## src/rtl/core/i2cm_pkg.sv

```systemverilog
package i2cm_pkg;

    // operation codes of an input word
    localparam logic [1:0] OP_TICK  = 2'd0;
    localparam logic [1:0] OP_WRITE = 2'd1;
    localparam logic [1:0] OP_READ  = 2'd2;
    localparam logic [1:0] OP_DATA  = 2'd3;

    // queue between front and engine
    localparam int FIFO_DEPTH = 2;
    localparam int FIFO_PTR_W = $clog2(FIFO_DEPTH);
    localparam int FIFO_CNT_W = $clog2(FIFO_DEPTH + 1);

    // bit index of the ack slot, after the eight data bits
    localparam logic [3:0] ACK_BIT = 4'd8;

    // msb of a byte, and the read flag of a device byte
    localparam logic [7:0] BYTE_MSB  = 8'h80;
    localparam logic [7:0] READ_FLAG = 8'h01;

    typedef struct packed {
        logic [1:0] op;
        logic [7:0] dev_addr;
        logic [7:0] reg_addr;
        logic [7:0] byte_count;
        logic [7:0] data_byte;
        logic       sda_in;
    } in_t;

    typedef struct packed {
        logic       scl_out;
        logic       sda_out;
        logic       busy_res;
        logic       need_data;
        logic [7:0] read_data;
        logic       read_valid;
        logic       done_res;
        logic       success;
    } out_t;

    // classified command handed to the engine
    typedef enum logic [1:0] {
        CMD_TICK  = 2'd0,
        CMD_BEGIN = 2'd1,
        CMD_DATA  = 2'd2
    } cmd_kind_t;

    typedef struct packed {
        cmd_kind_t  kind;
        logic       is_read;
        logic [7:0] dev_addr;
        logic [7:0] reg_addr;
        logic [7:0] byte_count;
        logic [7:0] data_byte;
        logic       sda_in;
    } cmd_t;

    // queue status seen by both sides
    typedef struct packed {
        logic full;
        logic empty;
    } fifo_stat_t;

    // bus sequencer states
    typedef enum logic [8:0] {
        ST_IDLE    = 9'b000000001,
        ST_START   = 9'b000000010,
        ST_DEV_W   = 9'b000000100,
        ST_REG     = 9'b000001000,
        ST_WDATA   = 9'b000010000,
        ST_RESTART = 9'b000100000,
        ST_DEV_R   = 9'b001000000,
        ST_RDATA   = 9'b010000000,
        ST_STOP    = 9'b100000000
    } seq_state_t;

endpackage

```

## src/rtl/core/i2cm_front.sv

```systemverilog
module i2cm_front (
    input  i2cm_pkg::in_t  in_word,
    output i2cm_pkg::cmd_t cmd
);

    // classify the operation and settle the read count
    always_comb begin
        cmd.is_read    = 1'b0;
        cmd.dev_addr   = in_word.dev_addr;
        cmd.reg_addr   = in_word.reg_addr;
        cmd.byte_count = in_word.byte_count;
        cmd.data_byte  = in_word.data_byte;
        cmd.sda_in     = in_word.sda_in;
        case (in_word.op)
            i2cm_pkg::OP_TICK: begin
                cmd.kind = i2cm_pkg::CMD_TICK;
            end
            i2cm_pkg::OP_WRITE: begin
                cmd.kind = i2cm_pkg::CMD_BEGIN;
            end
            i2cm_pkg::OP_READ: begin
                cmd.kind    = i2cm_pkg::CMD_BEGIN;
                cmd.is_read = 1'b1;
                // a read of zero bytes reads one
                if (in_word.byte_count == 8'd0) begin
                    cmd.byte_count = 8'd1;
                end
            end
            default: begin
                cmd.kind = i2cm_pkg::CMD_DATA;
            end
        endcase
    end

endmodule

```

## src/rtl/core/i2cm_fifo.sv

```systemverilog
module i2cm_fifo (
    input  logic                aclk,
    input  logic                aresetn,
    input  logic                push,
    input  i2cm_pkg::cmd_t      push_cmd,
    input  logic                pop,
    output i2cm_pkg::cmd_t      head_cmd,
    output i2cm_pkg::fifo_stat_t stat
);

    i2cm_pkg::cmd_t                    entry_reg [i2cm_pkg::FIFO_DEPTH];
    logic [i2cm_pkg::FIFO_PTR_W-1:0]   wr_ptr_reg, wr_ptr_next;
    logic [i2cm_pkg::FIFO_PTR_W-1:0]   rd_ptr_reg, rd_ptr_next;
    logic [i2cm_pkg::FIFO_CNT_W-1:0]   count_reg, count_next;
    logic                              do_push, do_pop;

    assign stat.full  = (count_reg == i2cm_pkg::FIFO_CNT_W'(i2cm_pkg::FIFO_DEPTH));
    assign stat.empty = (count_reg == '0);
    assign do_push    = push && !stat.full;
    assign do_pop     = pop && !stat.empty;
    assign head_cmd   = entry_reg[rd_ptr_reg];

    // pointer and fill count update
    always_comb begin
        wr_ptr_next = wr_ptr_reg;
        rd_ptr_next = rd_ptr_reg;
        count_next  = count_reg;
        if (do_push) begin
            wr_ptr_next = (wr_ptr_reg == i2cm_pkg::FIFO_PTR_W'(i2cm_pkg::FIFO_DEPTH - 1))
                        ? '0 : wr_ptr_reg + 1'b1;
        end
        if (do_pop) begin
            rd_ptr_next = (rd_ptr_reg == i2cm_pkg::FIFO_PTR_W'(i2cm_pkg::FIFO_DEPTH - 1))
                        ? '0 : rd_ptr_reg + 1'b1;
        end
        if (do_push && !do_pop) begin
            count_next = count_reg + 1'b1;
        end else if (do_pop && !do_push) begin
            count_next = count_reg - 1'b1;
        end
    end

    always_ff @(posedge aclk) begin
        if (!aresetn) begin
            wr_ptr_reg <= '0;
            rd_ptr_reg <= '0;
            count_reg  <= '0;
        end else begin
            wr_ptr_reg <= wr_ptr_next;
            rd_ptr_reg <= rd_ptr_next;
            count_reg  <= count_next;
        end
    end

    // entry storage
    always_ff @(posedge aclk) begin
        if (do_push) begin
            entry_reg[wr_ptr_reg] <= push_cmd;
        end
    end

endmodule

```

## src/rtl/core/i2cm_engine.sv

```systemverilog
module i2cm_engine (
    input  logic                 aclk,
    input  logic                 aresetn,
    input  i2cm_pkg::cmd_t       cmd,
    input  i2cm_pkg::fifo_stat_t stat,
    output logic                 pop,
    output logic                 m_valid,
    input  logic                 m_ready,
    output i2cm_pkg::out_t       m_data
);

    i2cm_pkg::seq_state_t state_reg, state_next;
    logic [1:0] phase_reg, phase_next;
    logic [3:0] bit_reg, bit_next;
    logic [7:0] shift_reg, shift_next;
    logic [7:0] left_reg, left_next;
    logic [7:0] dev_reg, dev_next;
    logic [7:0] regaddr_reg, regaddr_next;
    logic [7:0] pend_reg, pend_next;
    logic       pend_valid_reg, pend_valid_next;
    logic       ack_reg, ack_next;
    logic       is_read_reg, is_read_next;
    logic       scl_reg, scl_next;
    logic       sda_reg, sda_next;
    logic       m_valid_reg;
    i2cm_pkg::out_t out_reg, out_next;
    logic       transmit;
    logic       stall;
    logic [7:0] left_dec;
    logic [7:0] tx_mask;

    // take a command whenever the output slot is free or drains
    assign pop     = !stat.empty && (!m_valid_reg || m_ready);
    assign m_valid = m_valid_reg;
    assign m_data  = out_reg;

    assign transmit = (state_reg != i2cm_pkg::ST_RDATA);
    assign left_dec = left_reg - 8'd1;
    assign tx_mask  = i2cm_pkg::BYTE_MSB >> bit_reg[2:0];

    // one bus phase per tick
    always_comb begin
        state_next      = state_reg;
        phase_next      = phase_reg;
        bit_next        = bit_reg;
        shift_next      = shift_reg;
        left_next       = left_reg;
        dev_next        = dev_reg;
        regaddr_next    = regaddr_reg;
        pend_next       = pend_reg;
        pend_valid_next = pend_valid_reg;
        ack_next        = ack_reg;
        is_read_next    = is_read_reg;
        scl_next        = scl_reg;
        sda_next        = sda_reg;
        stall           = 1'b0;
        out_next        = '0;

        case (cmd.kind)
            i2cm_pkg::CMD_BEGIN: begin
                if (state_reg == i2cm_pkg::ST_IDLE) begin
                    dev_next        = cmd.dev_addr;
                    regaddr_next    = cmd.reg_addr;
                    left_next       = cmd.byte_count;
                    is_read_next    = cmd.is_read;
                    pend_valid_next = 1'b0;
                    ack_next        = 1'b1;
                    state_next      = i2cm_pkg::ST_START;
                    phase_next      = 2'd0;
                    bit_next        = 4'd0;
                    shift_next      = 8'd0;
                end
            end
            i2cm_pkg::CMD_DATA: begin
                pend_next       = cmd.data_byte;
                pend_valid_next = 1'b1;
            end
            default: begin
                case (state_reg)
                    i2cm_pkg::ST_IDLE: begin
                    end
                    i2cm_pkg::ST_START, i2cm_pkg::ST_RESTART: begin
                        if (phase_reg == 2'd0) begin
                            sda_next   = 1'b1;
                            phase_next = 2'd1;
                        end else if (phase_reg == 2'd1) begin
                            scl_next   = 1'b1;
                            phase_next = 2'd2;
                        end else begin
                            sda_next   = 1'b0;
                            phase_next = 2'd0;
                            bit_next   = 4'd0;
                            if (state_reg == i2cm_pkg::ST_START) begin
                                state_next = i2cm_pkg::ST_DEV_W;
                                shift_next = dev_reg;
                            end else begin
                                state_next = i2cm_pkg::ST_DEV_R;
                                shift_next = dev_reg | i2cm_pkg::READ_FLAG;
                            end
                        end
                    end
                    i2cm_pkg::ST_STOP: begin
                        if (phase_reg == 2'd0) begin
                            scl_next   = 1'b0;
                            sda_next   = 1'b0;
                            phase_next = 2'd1;
                        end else if (phase_reg == 2'd1) begin
                            scl_next   = 1'b1;
                            phase_next = 2'd2;
                        end else begin
                            sda_next         = 1'b1;
                            out_next.done_res = 1'b1;
                            out_next.success  = ack_reg;
                            state_next       = i2cm_pkg::ST_IDLE;
                            phase_next       = 2'd0;
                            bit_next         = 4'd0;
                            shift_next       = 8'd0;
                        end
                    end
                    i2cm_pkg::ST_DEV_W, i2cm_pkg::ST_REG, i2cm_pkg::ST_WDATA,
                    i2cm_pkg::ST_DEV_R, i2cm_pkg::ST_RDATA: begin
                        if (phase_reg == 2'd0) begin
                            // fetch the next write byte at the first bit
                            if (state_reg == i2cm_pkg::ST_WDATA && bit_reg == 4'd0) begin
                                if (pend_valid_reg) begin
                                    shift_next      = pend_reg;
                                    pend_valid_next = 1'b0;
                                end else begin
                                    stall = 1'b1;
                                end
                            end
                            scl_next = 1'b0;
                            if (!stall) begin
                                if (bit_reg < i2cm_pkg::ACK_BIT) begin
                                    sda_next = transmit ? |(shift_next & tx_mask) : 1'b1;
                                end else begin
                                    // ack slot: release, or ack/nack a read byte
                                    sda_next = transmit ? 1'b1 : (left_reg <= 8'd1);
                                end
                                phase_next = 2'd1;
                            end
                        end else if (phase_reg == 2'd1) begin
                            scl_next   = 1'b1;
                            phase_next = 2'd2;
                        end else if (bit_reg < i2cm_pkg::ACK_BIT) begin
                            if (!transmit) begin
                                shift_next = {shift_reg[6:0], cmd.sda_in};
                                if (bit_reg == 4'd7) begin
                                    out_next.read_valid = 1'b1;
                                    out_next.read_data  = {shift_reg[6:0], cmd.sda_in};
                                end
                            end
                            bit_next   = bit_reg + 4'd1;
                            phase_next = 2'd0;
                        end else begin
                            // ack sampled, pick the next step
                            phase_next = 2'd0;
                            bit_next   = 4'd0;
                            shift_next = 8'd0;
                            if (transmit && cmd.sda_in) begin
                                ack_next   = 1'b0;
                                state_next = i2cm_pkg::ST_STOP;
                            end else begin
                                case (state_reg)
                                    i2cm_pkg::ST_DEV_W: begin
                                        state_next = i2cm_pkg::ST_REG;
                                        shift_next = regaddr_reg;
                                    end
                                    i2cm_pkg::ST_REG: begin
                                        if (is_read_reg) begin
                                            state_next = i2cm_pkg::ST_RESTART;
                                        end else if (left_reg == 8'd0) begin
                                            state_next = i2cm_pkg::ST_STOP;
                                        end else begin
                                            state_next = i2cm_pkg::ST_WDATA;
                                        end
                                    end
                                    i2cm_pkg::ST_DEV_R: begin
                                        state_next = i2cm_pkg::ST_RDATA;
                                    end
                                    default: begin
                                        left_next  = left_dec;
                                        state_next = (left_dec == 8'd0)
                                                   ? i2cm_pkg::ST_STOP : state_reg;
                                    end
                                endcase
                            end
                        end
                    end
                    default: begin
                        state_next = i2cm_pkg::ST_IDLE;
                        phase_next = 2'd0;
                        bit_next   = 4'd0;
                        shift_next = 8'd0;
                        scl_next   = 1'b1;
                        sda_next   = 1'b1;
                    end
                endcase
            end
        endcase

        // status seen after this word
        out_next.scl_out   = scl_next;
        out_next.sda_out   = sda_next;
        out_next.busy_res  = (state_next != i2cm_pkg::ST_IDLE);
        out_next.need_data = (state_next == i2cm_pkg::ST_WDATA) && (bit_next == 4'd0)
                          && (phase_next == 2'd0) && !pend_valid_next;
    end

    // control state
    always_ff @(posedge aclk) begin
        if (!aresetn) begin
            state_reg      <= i2cm_pkg::ST_IDLE;
            phase_reg      <= 2'd0;
            bit_reg        <= 4'd0;
            shift_reg      <= 8'd0;
            left_reg       <= 8'd0;
            dev_reg        <= 8'd0;
            regaddr_reg    <= 8'd0;
            pend_reg       <= 8'd0;
            pend_valid_reg <= 1'b0;
            ack_reg        <= 1'b0;
            is_read_reg    <= 1'b0;
            scl_reg        <= 1'b1;
            sda_reg        <= 1'b1;
            m_valid_reg    <= 1'b0;
        end else begin
            if (pop) begin
                state_reg      <= state_next;
                phase_reg      <= phase_next;
                bit_reg        <= bit_next;
                shift_reg      <= shift_next;
                left_reg       <= left_next;
                dev_reg        <= dev_next;
                regaddr_reg    <= regaddr_next;
                pend_reg       <= pend_next;
                pend_valid_reg <= pend_valid_next;
                ack_reg        <= ack_next;
                is_read_reg    <= is_read_next;
                scl_reg        <= scl_next;
                sda_reg        <= sda_next;
            end
            if (pop) begin
                m_valid_reg <= 1'b1;
            end else if (m_ready) begin
                m_valid_reg <= 1'b0;
            end
        end
    end

    // result word register
    always_ff @(posedge aclk) begin
        if (pop) begin
            out_reg <= out_next;
        end
    end

endmodule

```

## src/rtl/core/i2c_master_register_transfer.sv

```systemverilog
// I2C master for register writes and reads, driven one bus phase per tick word.
// Every accepted input word yields exactly one result word, and a new word can
// be accepted every clock cycle while the two-entry queue is not full: words
// pass through that queue into a sequencer that handles one word per cycle
// while the output register is free or drains, and each result sits in that
// output register, after the queue entry. Begin words (write or read) are
// ignored while a transaction runs; data words refill the single pending write
// byte, and the sequencer holds SCL low with need_data set until one arrives.
// A missing ACK ends the transaction with a stop and success low.
module i2c_master_register_transfer (
    input  logic           aclk,
    input  logic           aresetn,
    input  logic           s_valid,
    output logic           s_ready,
    input  i2cm_pkg::in_t  s_data,
    output logic           m_valid,
    input  logic           m_ready,
    output i2cm_pkg::out_t m_data
);

    i2cm_pkg::cmd_t       front_cmd;
    i2cm_pkg::cmd_t       head_cmd;
    i2cm_pkg::fifo_stat_t fifo_stat;
    logic                 pop;

    assign s_ready = !fifo_stat.full;

    // decode incoming words
    i2cm_front u_front (
        .in_word (s_data),
        .cmd     (front_cmd)
    );

    // queue between decode and sequencer
    i2cm_fifo u_fifo (
        .aclk     (aclk),
        .aresetn  (aresetn),
        .push     (s_valid && s_ready),
        .push_cmd (front_cmd),
        .pop      (pop),
        .head_cmd (head_cmd),
        .stat     (fifo_stat)
    );

    // bus sequencer and result register
    i2cm_engine u_engine (
        .aclk    (aclk),
        .aresetn (aresetn),
        .cmd     (head_cmd),
        .stat    (fifo_stat),
        .pop     (pop),
        .m_valid (m_valid),
        .m_ready (m_ready),
        .m_data  (m_data)
    );

`ifndef SYNTHESIS
    // a finished transaction leaves the engine idle
    assert property (@(posedge aclk) disable iff (!aresetn)
        m_valid && m_data.done_res |-> !m_data.busy_res)
        else $error("done reported while still busy");

    // success only accompanies a stop
    assert property (@(posedge aclk) disable iff (!aresetn)
        m_valid && m_data.success |-> m_data.done_res)
        else $error("success without done");

    // a received byte only appears mid transaction
    assert property (@(posedge aclk) disable iff (!aresetn)
        m_valid && m_data.read_valid |-> m_data.busy_res && !m_data.need_data)
        else $error("read byte outside a read");

    // a data stall only happens inside a running write
    assert property (@(posedge aclk) disable iff (!aresetn)
        m_valid && m_data.need_data |-> m_data.busy_res && !m_data.done_res)
        else $error("data stall outside a transfer");
`endif

endmodule
```

## config.mk

```make
export PLATFORM = sky130hd
export DESIGN_NAME = i2c_master_register_transfer
export DESIGN_NICKNAME = d
export VERILOG_FILES = /design/src/rtl/core/i2cm_pkg.sv /design/src/rtl/core/i2cm_front.sv /design/src/rtl/core/i2cm_fifo.sv /design/src/rtl/core/i2cm_engine.sv /design/src/rtl/core/i2c_master_register_transfer.sv
export SDC_FILE = /design/constraint.sdc
export NUM_CORES = 1
export LEC_CHECK = 0
export BUFFER_PORTS_ARGS = -buffer_cell sky130_fd_sc_hd__clkbuf_2
export CAP_MARGIN = 10
export CORE_MARGIN = 5
export CORE_UTILIZATION = 50
export DETAILED_ROUTE_END_ITERATION = 8
export PLACE_DENSITY_LB_ADDON = 0.15
export SYNTH_ARGS = -nofsm -noshare
export SYNTH_HDL_FRONTEND = slang
export SYNTH_SLANG_ARGS = --single-unit
```

## constraint.sdc

```tcl
create_clock -name aclk -period 5.4 [get_ports aclk]
set_clock_uncertainty 0.2 [all_clocks]
set_input_delay 0.81 -clock aclk [delete_from_list [all_inputs] [get_ports aclk]]
set_output_delay 0.81 -clock aclk [all_outputs]
set_load 0.01 [all_outputs]
```

# == Word-level counts from Yosys, hierarchy flattened ==
# Memories as Yosys holds them, arrays and structs flattened. A register that Yosys moved wholly into a read port is not among the register bits.
# Cells that the tools add are included.
# Widths: inputs -> output; s select.
# totals
regBits,80
n_memories,1
elab_cells,228
mem_bits_rw,72
# mem_list
name,depth,width,rd,rd_ports_with_merged_regs,write_ports,line_no,source
u_fifo.entry_reg,2,36,1,1,1,i2cm_fifo.sv:11,i2cm_pkg::cmd_t entry_reg [i2cm_pkg::FIFO_DEPTH];
# op_classes
n_lt_le_gt_ge,2
eq_ne,32
shift,1
n_reduce_logical,48
mux,107
n_bitwise,6
add_sub_neg,6
# ops
op,n
$mux 8,25
$mux 9,12
$mux 1,40
$pmux 9 s4,1
$pmux 8 s2,2
$pmux 8 s4,1
$pmux 9 s3,1
$logic_not 8->1,3
$mux 4,6
$eq 9x5->1 const B,2
$pmux 9 s2,1
$mux 2,8
$reduce_or 8->1,2
$ne 3x3->1 const B,4
$pmux 4 s3,1
$logic_and 1x1->1,11
$ne 2x2->1 const B,5
$reduce_and 10->1,1
$reduce_or 5->1,2
$eq 9x1->1 const B,1
$eq 9x2->1 const B,1
$eq 9x3->1 const B,1
$eq 9x4->1 const B,1
$eq 9x6->1 const B,1
42 further kinds,69

# == Logic depth before layout (Yosys ltp) ==
# logic_depth
ltp_word,14
ltp_mapped,15

# == Hierarchy ==
# A second synthesis with hierarchy kept.
# unflattened
hier_cells,735
hier_area_um2,7579.8
# by_module_without_submodules
mod,cells_per_inst,instances,area_each_um2
i2cm_engine,557,1,4459.3
i2cm_fifo,137,1,2829.0
i2cm_front,39,1,281.5
i2c_master_register_transfer,2,1,10.0

# == Worst setup path after synthesis ==
# Ideal clock, no wire load.
# synth_timing
path_kind,register to register
from,reg with a tool-made name
to,"reg u_engine.out_reg (netlist bit u_engine.m_data[12]), data pin"
t_arrival_ps,3464
path_stages_with_launch,16
synth_period_minus_slack_ps,3929
setup_slack_ps,1471
required_ps,4935
setup_ps,265
cell_sequence,dfxtp_1 -> buf_1 -> clkbuf_1 -> buf_2 -> mux2i_1 -> inv_1 -> ha_1 -> clkbuf_1 -> inv_1 -> clkbuf_1 -> o21ai_0 -> nand2_1 -> o2111ai_1 -> a221oi_2 -> nand4b_1 -> or3_1
# synth_lines
item,line_no,source
"end signal, assigned",i2cm_engine.sv:254,out_reg <= out_next;
"end, declared",i2cm_engine.sv:26,"i2cm_pkg::out_t out_reg, out_next;"

==> qor_table.md <==
| Metric | This run | Unit |
|:---|:---|:---|
| Cell depth of the worst min-delay path | 2 | - |
| RSZ-0062 raised after global routing | no | - |
| IO Port Bufs | 55 | - |
| Number of remaining DRC errors | 0 | - |
| Main synth FF type | sky130_fd_sc_hd__edfxtp_1 | - |
| Number of flip-flops in the largest register | 72 | - |
| Post-layout net count | 784 | - |
| Drt via density | 6.32 | - |
| Required time worst endpoint | 5.38 | ns |
| Synth Register Bits | 153 | - |
| Core area | 0.0146 | mm^2 |
| Maximum ir drop on the vdd rail | 314 | uV |
| Die X-Extent | 133 | um |
| Initial Utilization | 0.513 | - |
| Pin count of the biggest net entering global routing | 39 | - |
| Hold Startpoint | u_engine.shift_reg[7] | - |
| Final min period | 4.02 | ns |
| Setup Viol. Count Final | 0 | - |
| Highest Signal Layer | met4 | - |
| Max-Slew Margin vs Limit | 0.289 | - |
| Routability cong. | 0.921 | - |
| Number of top-level pins | 56 | - |
| Number of nets with antenna violations after detailed routing | 0 | - |
| Slew of the pin with the lowest slew margin | 1.06 | ns |
| Synthesized cell area | 0.00751 | mm^2 |
| Most frequently used cell type in the post-synthesis netlist | sky130_fd_sc_hd__edfxtp_1 | - |
| Worst setup slack after placement | 1.42 | ns |
| Height of the die | 133 | um |
| Die Area | 0.0176 | mm^2 |
| Slack of the critical path | 1.38 | ns |
| Grt ovf | 0 | - |
| Switch share | 0.386 | - |
| Buffers inserted during post-CTS setup optimization | 0 | - |
| Number of optimization iterations in the first detailed-route pass | 5 | - |
| PD cells | 525 | mW/mm^2 |
| Min-delay worst type | reg2reg | - |
| Source-to-sink clock delay at the later pin of the worst-skew pair | 0.43 | ns |
| Register-to-Register Setup Slack | 1.38 | ns |
| Part of the Yosys area used for sequential elements | 0.524 | - |
| TritonCTS clock tree | built | - |
| Sequential share of power | 0.386 | - |
| Highest achievable clock rate | 249 | MHz |
| Antenna cells | 0 | - |
| Start-to-end type of the worst setup path | reg2reg | - |
| Global-route total usage across every layer | 0.221 | - |
| Average wire length per cell after detail routing | 20.7 | um |
| Hold endpoint | u_engine.shift_reg[7] | - |
| Row count | 44 | - |
| Maximum fanout count along the critical path | 38 | - |
| HPWL after detailed placement | 13.4 | mm |
| Clock tree root driver cell | sky130_fd_sc_hd__clkbuf_16 | - |
| P_sw | 1.72 | mW |
| Post-detailed-routing wire length | 19.2 | mm |
| Standby leakage power | 3.33 | nW |
| Global-route wire length before repair | 30.6 | mm |
| Slew Viols, Final | 0 | - |
| Endpoint of the worst-slack reg-to-reg timing path | u_engine.m_data[12] | - |
| Count of flip-flops with a built-in enable after synthesis | 87 | - |
| Syn_area_per_cell | 10.7 | um^2 |
| Routed met3 length | 1.36 | mm |
| PostCTS Resize Cnt | 0 | - |
| Layout overhead on the synthesized area | 12.6 | % |
| Clock buffers created by TritonCTS | 17 | - |
| Met2 wire length | 8.70 | mm |
| Cell taking the most area after synthesis | sky130_fd_sc_hd__edfxtp_1 | - |
| Setup TNS after final layout | 0 | ns |
| Worst R2R Path Depth | 11 | - |
| YS warnings | 0 | - |
| Setup crit end kind | flop | - |
| Outcome | finished clean | - |
| Crit path DAT | 4.00 | ns |
| Number of DRC markers in iteration 0 | 868 | - |
| Share of the synthesized area in the top cell type | 0.348 | - |
| Via count of the first global-routing pass | 5511 | - |
| Async S/R FF share, synth | 0 | - |
| Routed length on met1 | 8.57 | mm |
| Clock input transition at the sequential cells of the worst setup and hold paths | 0.07 | ns |
| Hold Buf Count CTS | 0 | - |
| Max-cap violation count | 0 | - |
| Leading cell types by total area after synthesis | sky130_fd_sc_hd__edfxtp_1 (35%), sky130_fd_sc_hd__dfxtp_1 (18%), sky130_fd_sc_hd__mux2i_1 (5.1%) | - |
| Post-synthesis cell type count | 81 | - |
| Number of antenna violations at the first check in global routing | 0 | - |
| Final count of hold timing violations | 0 | - |
| Internal | 2.73 | mW |
| Mapped Nets | 756 | - |
| Period utilisation layout | 0.745 | - |
| Number of cells produced by synthesis | 702 | - |
| Total clock sinks | 153 | - |
| Routed via count | 5862 | - |
| Proportion of power drawn by combinational gates | 0.342 | - |
| Ratio of cells with drive above 1 in the final layout | 0.162 | - |
| Top post-synthesis cells by count | sky130_fd_sc_hd__edfxtp_1 (87), sky130_fd_sc_hd__dfxtp_1 (66), sky130_fd_sc_hd__nor2_1 (59) | - |
| Number of H-tree levels | 4 | - |
| Part of the power in the clock network | 0.272 | - |
| Startpoint Class | flop | - |
| Deepest clock path buffer count | 2 | - |
[critical path, stage by stage, from the launching register on]
cell and delay, ns:
sky130_fd_sc_hd__dfxtp_2 0.33, sky130_fd_sc_hd__buf_4 0.49, sky130_fd_sc_hd__mux2i_1 0.20, sky130_fd_sc_hd__ha_1 0.76, sky130_fd_sc_hd__clkinv_1 0.44, sky130_fd_sc_hd__a41oi_1 0.27, sky130_fd_sc_hd__o21ai_0 0.10, sky130_fd_sc_hd__nand2_1 0.09
sky130_fd_sc_hd__o2111ai_1 0.15, sky130_fd_sc_hd__a221oi_2 0.22, sky130_fd_sc_hd__nand4b_1 0.14, sky130_fd_sc_hd__or3_1 0.37
[final cells by class]
| class | count | area, um^2 |
|---|---|---|
| clock inverter | 15 | 184 |
| tap | 184 | 230 |
| sequential | 153 | 3940 |
| multi-input combinational | 474 | 3270 |
| fill | 1223 | 6190 |
| timing repair buffer | 61 | 320 |
| clock buffer | 17 | 425 |
| inverter | 23 | 86.3 |
[worst max-delay path by stage]
stage	from	to	slack, ns	cells after the start
after floorplan	flop	u_engine.m_data[12]	1.47	15
after global placement	flop	u_engine.m_data[12]	1.45	11
after detailed placement	flop	u_engine.m_data[12]	1.42	11
after CTS	flop	u_engine.m_data[12]	1.40	11
after global routing	flop	u_engine.m_data[12]	1.08	11
final	flop	u_engine.m_data[12]	1.38	11
[cell usage in the layout (no fill, tap or decap), drive strengths merged, types with 5 or more instances in the layout]
cell     n
inv     30
and2    17
nand4    5
buf      6
nor2b   11
or2      6
o21a     7
nand2b   7
xor2     6
a21oi   30
dfxtp   66
and3     5
a211oi  15
o211a   19
nor4    11
a221oi   7
clkinv   7
a32oi    7
a31oi    9
nor2    59
ha      15
o21ai   36
edfxtp  87
nor3    14
a22oi    8
clkbuf  72
or3      8
mux2i   38
a221o    7
nand3   14
mux2     7
nand2   48
[per-stage QoR]
step | instances | cell area, um^2 | power (mW) | util | hold slack (ns)
2_1_floorplan | 702 | 7510 | 2.78 | - | 0.238
3_3_place_gp | 894 | 7840 | 3.21 | 0.535 | 0.249
3_5_place_dp | 894 | 7840 | 3.22 | 0.535 | 0.281
4_1_cts | 926 | 8450 | 4.43 | 0.577 | 0.290
5_1_grt | 927 | 8460 | 4.67 | 0.577 | 0.320
6_report | 927 | 8460 | 4.44 | 0.577 | 0.292
[logic make-up (layout without fill, tap and decap cells)]
| family | after synthesis | after routing | synth area share |
|---|---|---|---|
| simple gates | 228 | 228 | 0.167 |
| mux | 45 | 45 | 0.0611 |
| flops | 153 | 153 | 0.524 |
| buf+inv | 75 | 116 | 0.0420 |
| fa+ha+maj | 15 | 15 | 0.0250 |
| xor+xnor | 8 | 8 | 0.00933 |
| compound gates | 178 | 178 | 0.172 |
[power by group through the flow]
stage	sequential [mW]	combinational, mW	clock, mW
3_5_place_dp	1.73	1.49	0
4_1_cts	1.71	1.49	1.23
2_1_floorplan	1.65	1.13	0
5_1_grt	1.74	1.65	1.28
6_report	1.72	1.52	1.21
3_3_place_gp	1.73	1.48	0
[layer usage]
metal | vias up | track usage
met5 | - | 0
met4 | 0 | 0.0866
met3 | 50 | 0.0494
met2 | 273 | 0.336
met1 | 2823 | 0.307
li1 | 2716 | -
Power figures use the tool's default switching activity.
